### config.mk
export PLATFORM = sky130hd
export DESIGN_NAME = rsam_lane
export DESIGN_NICKNAME = d
export VERILOG_FILES = /design/src/rtl/core/rsam_pkg.sv /design/src/rtl/core/rsam_lane.sv
export SDC_FILE = /design/constraint.sdc
export NUM_CORES = 2
export LEC_CHECK = 0
export BUFFER_PORTS_ARGS = -buffer_cell sky130_fd_sc_hd__buf_4
export CAP_MARGIN = 20
export CORE_AREA = 2 2 374 265
export CTS_CLUSTER_DIAMETER = 50
export DETAILED_ROUTE_END_ITERATION = 16
export DIE_AREA = 0 0 376 267
export GPL_ROUTABILITY_DRIVEN = 0
export SLEW_MARGIN = 20
export SYNTH_ARGS = -nofsm -noshare
export SYNTH_HDL_FRONTEND = slang
export SYNTH_SLANG_ARGS = --single-unit
### constraint.sdc
create_clock -name aclk -period 8.9 [get_ports aclk]
set_input_delay 1.335 -clock aclk [delete_from_list [all_inputs] [get_ports aclk]]
set_output_delay 1.335 -clock aclk [all_outputs]
set_load 0.01 [all_outputs]
### src/rtl/core/rsam_pkg.sv
// Shared types, constants and the cosine table builder for the rotary speaker block.
// Used by rsam_gain, rsam_lane and rotary_speaker_two_band_am; depends on nothing.
package rsam_pkg;

    localparam int SAMPLE_WIDTH       = 24;
    localparam int COS_TABLE_BITS_DEF = 10;
    localparam int CHANNELS_DEF       = 2;
    localparam int MAX_CHANNELS       = 2;

    localparam int PHASE_W     = 32;
    localparam int Q15_W       = 16;
    localparam int GAIN_W      = 17;
    localparam int Q15_SHIFT   = 15;
    localparam int ONE_Q15     = 32768;
    localparam int CFG_DATA_W  = 32;
    localparam int CFG_INDEX_W = 3;
    localparam int CHAN_W      = 2;

    localparam logic [Q15_W-1:0]  DEPTH_RESET = 16'd26214;
    localparam logic [Q15_W-1:0]  WET_RESET   = 16'd22938;
    localparam logic [Q15_W-1:0]  COEFF_RESET = 16'd2048;
    localparam logic [CHAN_W-1:0] CHAN_RESET  = 2'd2;

    localparam longint HALF_PI_Q30 = 64'sd1686629713;

    typedef enum logic [CFG_INDEX_W-1:0] {
        CFG_HORN_STEP   = 3'd0,
        CFG_WOOFER_STEP = 3'd1,
        CFG_MOD_DEPTH   = 3'd2,
        CFG_WET_MIX     = 3'd3,
        CFG_CROSSOVER   = 3'd4,
        CFG_CHANNELS    = 3'd5
    } cfg_index_t;

    typedef struct packed {
        logic signed [SAMPLE_WIDTH-1:0] left_sample;
        logic signed [SAMPLE_WIDTH-1:0] right_sample;
    } in_item_t;

    typedef struct packed {
        logic signed [SAMPLE_WIDTH-1:0] left_out;
        logic signed [SAMPLE_WIDTH-1:0] right_out;
    } out_item_t;

    // One Taylor term: the previous term times t^2, divided by (n+1)(n+2).
    function automatic longint taylor_div(input longint prod, input int n);
        longint q;
        case (n)
            0:       q = prod / 2;
            1:       q = prod / 6;
            2:       q = prod / 12;
            3:       q = prod / 20;
            4:       q = prod / 30;
            5:       q = prod / 42;
            6:       q = prod / 56;
            7:       q = prod / 72;
            8:       q = prod / 90;
            9:       q = prod / 110;
            10:      q = prod / 132;
            11:      q = prod / 156;
            12:      q = prod / 182;
            13:      q = prod / 210;
            14:      q = prod / 240;
            15:      q = prod / 272;
            16:      q = prod / 306;
            17:      q = prod / 342;
            default: q = 0;
        endcase
        return q;
    endfunction

    // Sine (odd) or cosine in Q2.30 for an angle in the first quadrant.
    function automatic longint taylor_q30(input longint t, input bit odd);
        longint t2;
        longint term;
        longint sum;
        int     n;
        int     i;
        t2   = (t * t) >>> 30;
        term = odd ? t : (64'sd1 <<< 30);
        sum  = term;
        n    = odd ? 1 : 0;
        for (i = 0; i < 9; i++) begin
            term = taylor_div((term * t2) >>> 30, n);
            n    = n + 2;
            if (i % 2 == 1) begin
                sum = sum + term;
            end else begin
                sum = sum - term;
            end
        end
        if (sum < 0) begin
            sum = 0;
        end
        return sum;
    endfunction

    function automatic longint rnd_q15(input longint v);
        return (v + 64'sd16384) >>> Q15_SHIFT;
    endfunction

    // Table entry k of a table with 2^bits entries over one turn, Q1.15.
    function automatic logic signed [GAIN_W-1:0] cos_entry(input int k, input int bits);
        int     qb;
        int     quarter;
        longint r;
        longint t;
        longint c;
        longint s;
        longint v;
        qb      = bits - 2;
        quarter = (k >> qb) & 3;
        r       = longint'(k & ((1 << qb) - 1));
        t       = (r * HALF_PI_Q30) >>> qb;
        c       = rnd_q15(taylor_q30(t, 1'b0));
        s       = rnd_q15(taylor_q30(t, 1'b1));
        if (c > ONE_Q15) begin
            c = ONE_Q15;
        end
        if (s > ONE_Q15) begin
            s = ONE_Q15;
        end
        case (quarter)
            0:       v = c;
            1:       v = -s;
            2:       v = -c;
            default: v = s;
        endcase
        return GAIN_W'(v);
    endfunction

endpackage

### src/rtl/core/rsam_lane.sv
// One channel lane: crossover filter state, band gains and wet/dry blend on one multiplier.
// Depends on rsam_pkg.
module rsam_lane (
    input  logic                                     aclk,
    input  logic                                     aresetn,
    input  logic                                     start,
    input  logic signed [rsam_pkg::SAMPLE_WIDTH-1:0] x,
    input  logic [rsam_pkg::Q15_W-1:0]               coeff,
    input  logic [rsam_pkg::GAIN_W-1:0]              woofer_gain,
    input  logic [rsam_pkg::GAIN_W-1:0]              horn_gain,
    input  logic [rsam_pkg::GAIN_W-1:0]              dry_gain,
    input  logic [rsam_pkg::GAIN_W-1:0]              wet_gain,
    output logic                                     done,
    output logic signed [rsam_pkg::SAMPLE_WIDTH-1:0] y
);
    import rsam_pkg::*;

    localparam int A_W    = SAMPLE_WIDTH + 2;
    localparam int B_W    = GAIN_W + 1;
    localparam int PROD_W = A_W + B_W;
    localparam int NSTEP  = 10;

    localparam int STEP_DIFF     = 0;
    localparam int STEP_FILT_MUL = 1;
    localparam int STEP_LP       = 2;
    localparam int STEP_LOW_MUL  = 3;
    localparam int STEP_HIGH_MUL = 4;
    localparam int STEP_ROT_SUM  = 5;
    localparam int STEP_DRY_MUL  = 6;
    localparam int STEP_WET_MUL  = 7;
    localparam int STEP_MIX_SUM  = 8;
    localparam int STEP_OUT      = 9;

    localparam logic signed [PROD_W-1:0] RND_BIAS = PROD_W'(1) <<< (Q15_SHIFT - 1);
    localparam logic signed [PROD_W-1:0] OUT_MAX  = (PROD_W'(1) <<< (SAMPLE_WIDTH - 1)) - 1;
    localparam logic signed [PROD_W-1:0] OUT_MIN  = -(PROD_W'(1) <<< (SAMPLE_WIDTH - 1));

    logic [NSTEP-1:0]               step_reg;
    logic                           done_reg;
    logic signed [SAMPLE_WIDTH-1:0] lp_reg;
    logic signed [A_W-1:0]          diff_reg;
    logic signed [A_W-1:0]          rot_reg;
    logic signed [PROD_W-1:0]       prod_reg;
    logic signed [PROD_W-1:0]       acc_reg;
    logic signed [SAMPLE_WIDTH-1:0] y_reg;

    logic signed [A_W-1:0]    mul_a;
    logic signed [B_W-1:0]    mul_b;
    logic signed [PROD_W-1:0] mul_p;
    logic signed [PROD_W-1:0] prod_rnd;
    logic signed [PROD_W-1:0] acc_rnd;
    logic signed [A_W-1:0]    lp_sum;
    logic signed [A_W-1:0]    x_minus_lp;

    always_comb begin
        mul_a = '0;
        mul_b = '0;
        if (step_reg[STEP_FILT_MUL]) begin
            mul_a = diff_reg;
            mul_b = $signed({2'b00, coeff});
        end else if (step_reg[STEP_LOW_MUL]) begin
            mul_a = A_W'(lp_reg);
            mul_b = $signed({1'b0, woofer_gain});
        end else if (step_reg[STEP_HIGH_MUL]) begin
            mul_a = diff_reg;
            mul_b = $signed({1'b0, horn_gain});
        end else if (step_reg[STEP_DRY_MUL]) begin
            mul_a = A_W'(x);
            mul_b = $signed({1'b0, dry_gain});
        end else if (step_reg[STEP_WET_MUL]) begin
            mul_a = rot_reg;
            mul_b = $signed({1'b0, wet_gain});
        end
        mul_p      = mul_a * mul_b;
        prod_rnd   = (prod_reg + RND_BIAS) >>> Q15_SHIFT;
        acc_rnd    = (acc_reg + RND_BIAS) >>> Q15_SHIFT;
        lp_sum     = A_W'(lp_reg) + A_W'(prod_rnd);
        x_minus_lp = A_W'(x) - A_W'(lp_reg);
    end

    always_ff @(posedge aclk) begin
        if (!aresetn) begin
            step_reg <= '0;
            done_reg <= 1'b0;
            lp_reg   <= '0;
        end else begin
            step_reg <= {step_reg[NSTEP-2:0], start};
            done_reg <= step_reg[STEP_OUT];
            if (step_reg[STEP_LP]) begin
                lp_reg <= lp_sum[SAMPLE_WIDTH-1:0];
            end
        end
    end

    always_ff @(posedge aclk) begin
        prod_reg <= mul_p;
        if (step_reg[STEP_DIFF] || step_reg[STEP_LOW_MUL]) begin
            diff_reg <= x_minus_lp;
        end
        if (step_reg[STEP_HIGH_MUL] || step_reg[STEP_WET_MUL]) begin
            acc_reg <= prod_reg;
        end else if (step_reg[STEP_ROT_SUM] || step_reg[STEP_MIX_SUM]) begin
            acc_reg <= acc_reg + prod_reg;
        end
        if (step_reg[STEP_DRY_MUL]) begin
            rot_reg <= A_W'(acc_rnd);
        end
        if (step_reg[STEP_OUT]) begin
            if (acc_rnd > OUT_MAX) begin
                y_reg <= OUT_MAX[SAMPLE_WIDTH-1:0];
            end else if (acc_rnd < OUT_MIN) begin
                y_reg <= OUT_MIN[SAMPLE_WIDTH-1:0];
            end else begin
                y_reg <= acc_rnd[SAMPLE_WIDTH-1:0];
            end
        end
    end

    assign done = done_reg;
    assign y    = y_reg;

endmodule

==> Yosys cells after proc, flatten, opt, wreduce, memory -nomap -nowiden <==
Cells that the tools add are included.
{ "word_totals": {"reg_bits": 199, "elab_cells": 33, "output_inout_bits": 25, "inputBits": 111} }
{ "classes": {"n_mux": 13, "n_mul": 1, "order_cmp": 2, "add_sub_neg": 5, "reduce_logical": 4} }
{ "ops": {"columns": ["cell", "n"], "rows": [
  ["2-to-1 mux 26 bit", 5],
  ["2-to-1 mux 44 bit", 2],
  ["2-to-1 mux 17 bit", 5],
  ["adder 44 x 16 -> 44 bit (second input constant)", 1],
  ["adder 44 bit", 1],
  ["multiplier 26 x 18 -> 44 bit", 1],
  ["adder 39 x 16 -> 39 bit (second input constant)", 1],
  ["greater-than comparator 29 x 24 -> 1 bit (second input constant)", 1],
  ["less-than comparator 29 x 24 -> 1 bit (second input constant)", 1],
  ["subtractor 24 x 24 -> 25 bit", 1],
  ["adder 24 bit", 1],
  ["2-to-1 mux 24 bit", 1],
  ["logical OR 1 bit", 3],
  ["nonzero test 2 bit", 1]
]} }

==> Depth between registers and ports, before layout <==
{ "depth": {"word_depth": 6, "ltp_mapped": 35} }

==> Worst setup path after synthesis <==
Ideal clock, no wire load.
{ "synth_timing": {"path_type": "flip-flop to flip-flop", "from": "register step_reg[6]", "to": "register prod_reg[42]", "period_less_slack_ns": 8.073, "t_arrival_ns": 8.000, "path_buffers": 4, "t_required_ns": 8.828, "setup_time_ns": 0.072, "path_slack_ns": 0.827, "stages_incl_launch_ff": 35, "cell_sequence": "dfxtp_1 clkbuf_1 nor2b_1 clkbuf_1 clkbuf_1 a22oi_1 nor2_1 a21oi_1 nor2_1 a21oi_1 nor2_1 a21oi_1 clkbuf_1 nor2_1 fa_1 inv_1 fa_1 fa_1 inv_1 fa_1 fa_1 inv_1 fa_1 inv_1 ha_1 a21o_1 a21o_1 a221oi_1 o21a_1 a21oi_1 o31ai_2 a311oi_1 nand2b_1 a31oi_1 xnor2_1"} }
{ "synth_between": {"elab_chain_len": 5} }
{ "synth_lines": {"columns": ["item", "line_no", "rtl"], "rows": [
  ["start: declaration", "rsam_lane.sv:38", "logic [NSTEP-1:0] step_reg;"],
  ["start signal: assignment", "rsam_lane.sv:87", "step_reg <= {step_reg[NSTEP-2:0], start};"],
  ["2-to-1 mux 26 bit or 2-to-1 mux 17 bit (tied branches)", "rsam_lane.sv:67", "end else if (step_reg[STEP_DRY_MUL]) begin"],
  ["2-to-1 mux 26 bit or 2-to-1 mux 17 bit (tied branches)", "rsam_lane.sv:64", "end else if (step_reg[STEP_HIGH_MUL]) begin"],
  ["2-to-1 mux 26 bit or 2-to-1 mux 17 bit (tied branches)", "rsam_lane.sv:61", "end else if (step_reg[STEP_LOW_MUL]) begin"],
  ["2-to-1 mux 26 bit or 2-to-1 mux 17 bit (tied branches)", "rsam_lane.sv:58", "if (step_reg[STEP_FILT_MUL]) begin"],
  ["multiplier 26 x 18 -> 44 bit *", "rsam_lane.sv:74", "mul_p = mul_a * mul_b;"],
  ["via mul_p[42]", "rsam_lane.sv:49", "logic signed [PROD_W-1:0] mul_p;"],
  ["end signal: assignment", "rsam_lane.sv:96", "prod_reg <= mul_p;"],
  ["end: declaration", "rsam_lane.sv:43", "logic signed [PROD_W-1:0] prod_reg;"]
]} }
The timed path passes the listed nets; every way through them passes the cells marked *.
A chain may end at the register's enable or synchronous reset.

==> Worst setup path after layout <==
{ "layout_timing": {"from": "register step_reg[3]", "to": "register prod_reg[42]"} }
{ "layout_between": {"elab_chain_len": 3} }
{ "layout_lines": {"columns": ["item", "line_no"], "rows": [
  ["2-to-1 mux 26 bit or 2-to-1 mux 17 bit (tied branches)", "rsam_lane.sv:61"],
  ["2-to-1 mux 26 bit or 2-to-1 mux 17 bit (tied branches)", "rsam_lane.sv:58"],
  ["multiplier 26 x 18 -> 44 bit *", "rsam_lane.sv:74"],
  ["via mul_p[42]", "rsam_lane.sv:49"]
]} }
Marked as above.

==> qor.csv <==
stage;metric;value;unit
sta;rsz0062_at_grt;no;
synthesis;synth_top_cells_by_area;fa_1, edfxtp_1, ha_1;
synthesis;synth_seq_area_share;0.179;
synthesis;synth_top_area_frac;0.302;
power;combinationalPowerShare;0.351;
clocking;path_clk_slew;80;ps
finish;multiInputGateArea;20900;um^2
setup_path;cp-startpoint;step_reg[3];
setup_path;required;9250;ps
sta;period_share;0.945;
route;drtIter0Drc;1931;
sta;fin_worst_skew;11.5;ps
sta;tightest_slew;960;ps
synthesis;syn_area;28800;um^2
synthesis;synth_top_cell_by_area;fa_1;
synthesis;synth_nets;4023;
sta;slew_headroom;0.360;
synthesis;synth_edf_count;119;
route;drc_errors;0;
power;p_per_area;89.6;nW/um^2
power;sw_frac_of_total;0.365;
power;p_clk_frac;0.267;
global_route;grt_pass1_vias;22700;
finish;final_area;32300;um^2
clocking;cts.path.max_buffers;2;
clocking;ctsResizeCount;0;
route;wl;85700;um
min_path;hold_class;reg -> reg;
die;die-area;100000;um^2
finish;layout-drive-gt1-share;0.0992;
global_route;grt_pass1_wl;135000;um
synthesis;syn_inst;3280;
global_route;grt_max_degree;70;
sta;tns;0;ps
die;dieHeight;267;um
setup_path;cp.arrival;8750;ps
global_route;grt-ovfl-total;0;
finish;nNetsFinal;4148;
setup_path;endpoint_kind;flop;
setup_path;crit_fanout;36;
global_route;track_usage;0.174;
sta;whs;460;ps
sta;setup_viol;0;
die;ios;136;
route;num_vias;23000;
min_path;hold_start;step_reg[5];
synthesis;ys_warn_count;0;
die;num_rows;96;
clocking;clkLatencyLatePin;460;ps
run;drv_cap;0;
synthesis;ys_ff_latch;198;
clocking;cts_hold_buf;0;
synthesis;synthDistinctLibCells;84;
power;power_frac_seq;0.382;
clocking;cts_tree;done;
synthesis;synthTopCellsByCount;inv_1, fa_1, nor2_1, nand2_1, ha_1;
finish;n_fill_cell;10100;
die;core;97100;um^2
power;cellLeakagePower;15.0;nW
die;start_util;0.297;
finish;area_delta_synth_final;12.4;%
placed_design;dpl.hpwl;71800;um
power;p_int;1.84;mW
clocking;htree_levels;4;
finish;seqCellArea;5160;um^2
setup_path;reg2reg_from;step_reg[3];
clocking;clkSinkCount;198;
run_status;status;complete, no violations;
placed_design;io_buffers;135;
sta;maxClockFrequency;119;MHz
synthesis;ys_async_sr_fraction;0;
setup_path;worstSetupPathType;reg -> reg;
global_route;antenna_found_initial;9;
clocking;postCtsSetupRepairBufs;0;
synthesis;yosysMostFrequentCell;inv_1;
placed_design;placed_cell_area;31800;um^2
synthesis;avgSynthCellArea;8.78;um^2
clocking;numCtsBuffers;17;
synthesis;ys.flop_type;edfxtp_1;
sta;finalMaxSlewViolations;0;
route;firstDrtPassIters;6;
power;ir_drop;0.118;mV
power;p_switching;1.06;mW
route;routed_via_density;4.90;
die;die_x;376;um
setup_path;start_kind;flop;
sta;period_minus_slack;8410;ps
clocking;clockRootBuffer;clkbuf_16;
route;ant_nets;0;
sta;finalHoldViolCount;0;
route;routedWlPerCell;18.2;um
through the flow:
step / setup slack (ps) / util / cells / power, mW
after detailed placement: 81.6 / 0.327 / 4660 / 2.13
after global routing: 49.1 / 0.333 / 4693 / 3.07
final: 493 / 0.333 / 4697 / 2.90
after floorplan: 827 / - / 3280 / 1.78
after CTS: 562 / 0.333 / 4692 / 2.90
after global placement: 223 / 0.327 / 4660 / 2.12
metal layers:
layer,global-route usage,vias up,wire length (um),part of all wire
li1,-,10700,-,-
met1,0.257,11200,40100,0.47
met2,0.248,955,34500,0.40
met3,0.0544,78,9700,0.11
met4,0.0326,2,1420,0.017
met5,0,-,9,0.00011
worst max-delay path, stage by stage (launching register included):
cell and delay [ps]:
dfxtp_2 390, buf_4 270, or2_2 380, a221oi_1 530, nor3_1 130, a21oi_2 200
buf_12 230, nor2_1 90, fa_1 480, inv_1 50, fa_1 550, fa_1 440
fa_1 550, inv_1 50, fa_1 470, inv_1 50, fa_1 590, inv_1 70
ha_1 400, nand3_1 110, o31ai_1 360, nand3_1 180, a21oi_1 400, o31ai_2 150
a311oi_1 680, nand2b_1 200, a31oi_1 100, xnor2_1 140
final timing paths:
kind,slack [ps],endpoint,cells past startpoint
max reg2reg,490,prod_reg[42],27
max,490,prod_reg[42],27
min reg2reg,460,step_reg[6],1
min,460,step_reg[6],1
power groups by stage:
stage / Sequential (mW) / Clock (mW) / Combinational, mW
2_1_floorplan: 1.09 / 0 / 0.688
3_3_place_gp: 1.13 / 0 / 0.991
3_5_place_dp: 1.13 / 0 / 1.00
4_1_cts: 1.11 / 0.788 / 1.01
5_1_grt: 1.11 / 0.822 / 1.13
6_report: 1.11 / 0.773 / 1.02
cell type report:
class	instances	share of cell area
multi-input combinational	2338	0.645
antenna	5	0.000387
inverter	620	0.0719
sequential	198	0.160
timing repair buffer	230	0.0565
clock inverter	13	0.00375
tap	1274	0.0493
clock buffer	19	0.0134
cell families after synthesis:
kind of cell    Yosys count  synth area share
mux                      23           0.00808
fa+ha+maj               632             0.388
compound gates          578             0.131
xor+xnor                170            0.0517
buf+inv                 744            0.0977
flops                   198             0.179
simple gates            935             0.144
placed cells by master (no fill, tap or decap), types with 7 or more instances in the layout:
master	synthesis	routed
nand2b_1	40	40
xor2_1	58	58
ha_1	198	198
o21ai_1	43	41
buf_4	0	222
nand4_1	13	13
o31ai_1	8	7
edfxtp_1	119	119
o21a_1	20	20
or2_2	11	11
a22o_1	15	15
inv_1	619	619
nand3_1	45	45
o22ai_1	15	15
o21bai_1	16	16
a211oi_1	9	9
a21o_1	76	76
buf_12	0	8
o21ai_2	21	24
mux2i_1	21	21
o22a_1	9	9
and3_1	19	19
a21oi_1	169	162
o21ai_0	72	71
dfxtp_1	79	74
a22oi_1	28	28
xnor2_1	112	112
a21oi_2	0	7
clkbuf_16	0	17
a221o_1	12	12
nand2_1	309	309
and2_1	29	29
fa_1	434	434
a31oi_1	15	15
nor2b_1	16	15
nor3_1	23	23
nor2_1	390	390
No activity file was read; power rests on OpenSTA's default activity.
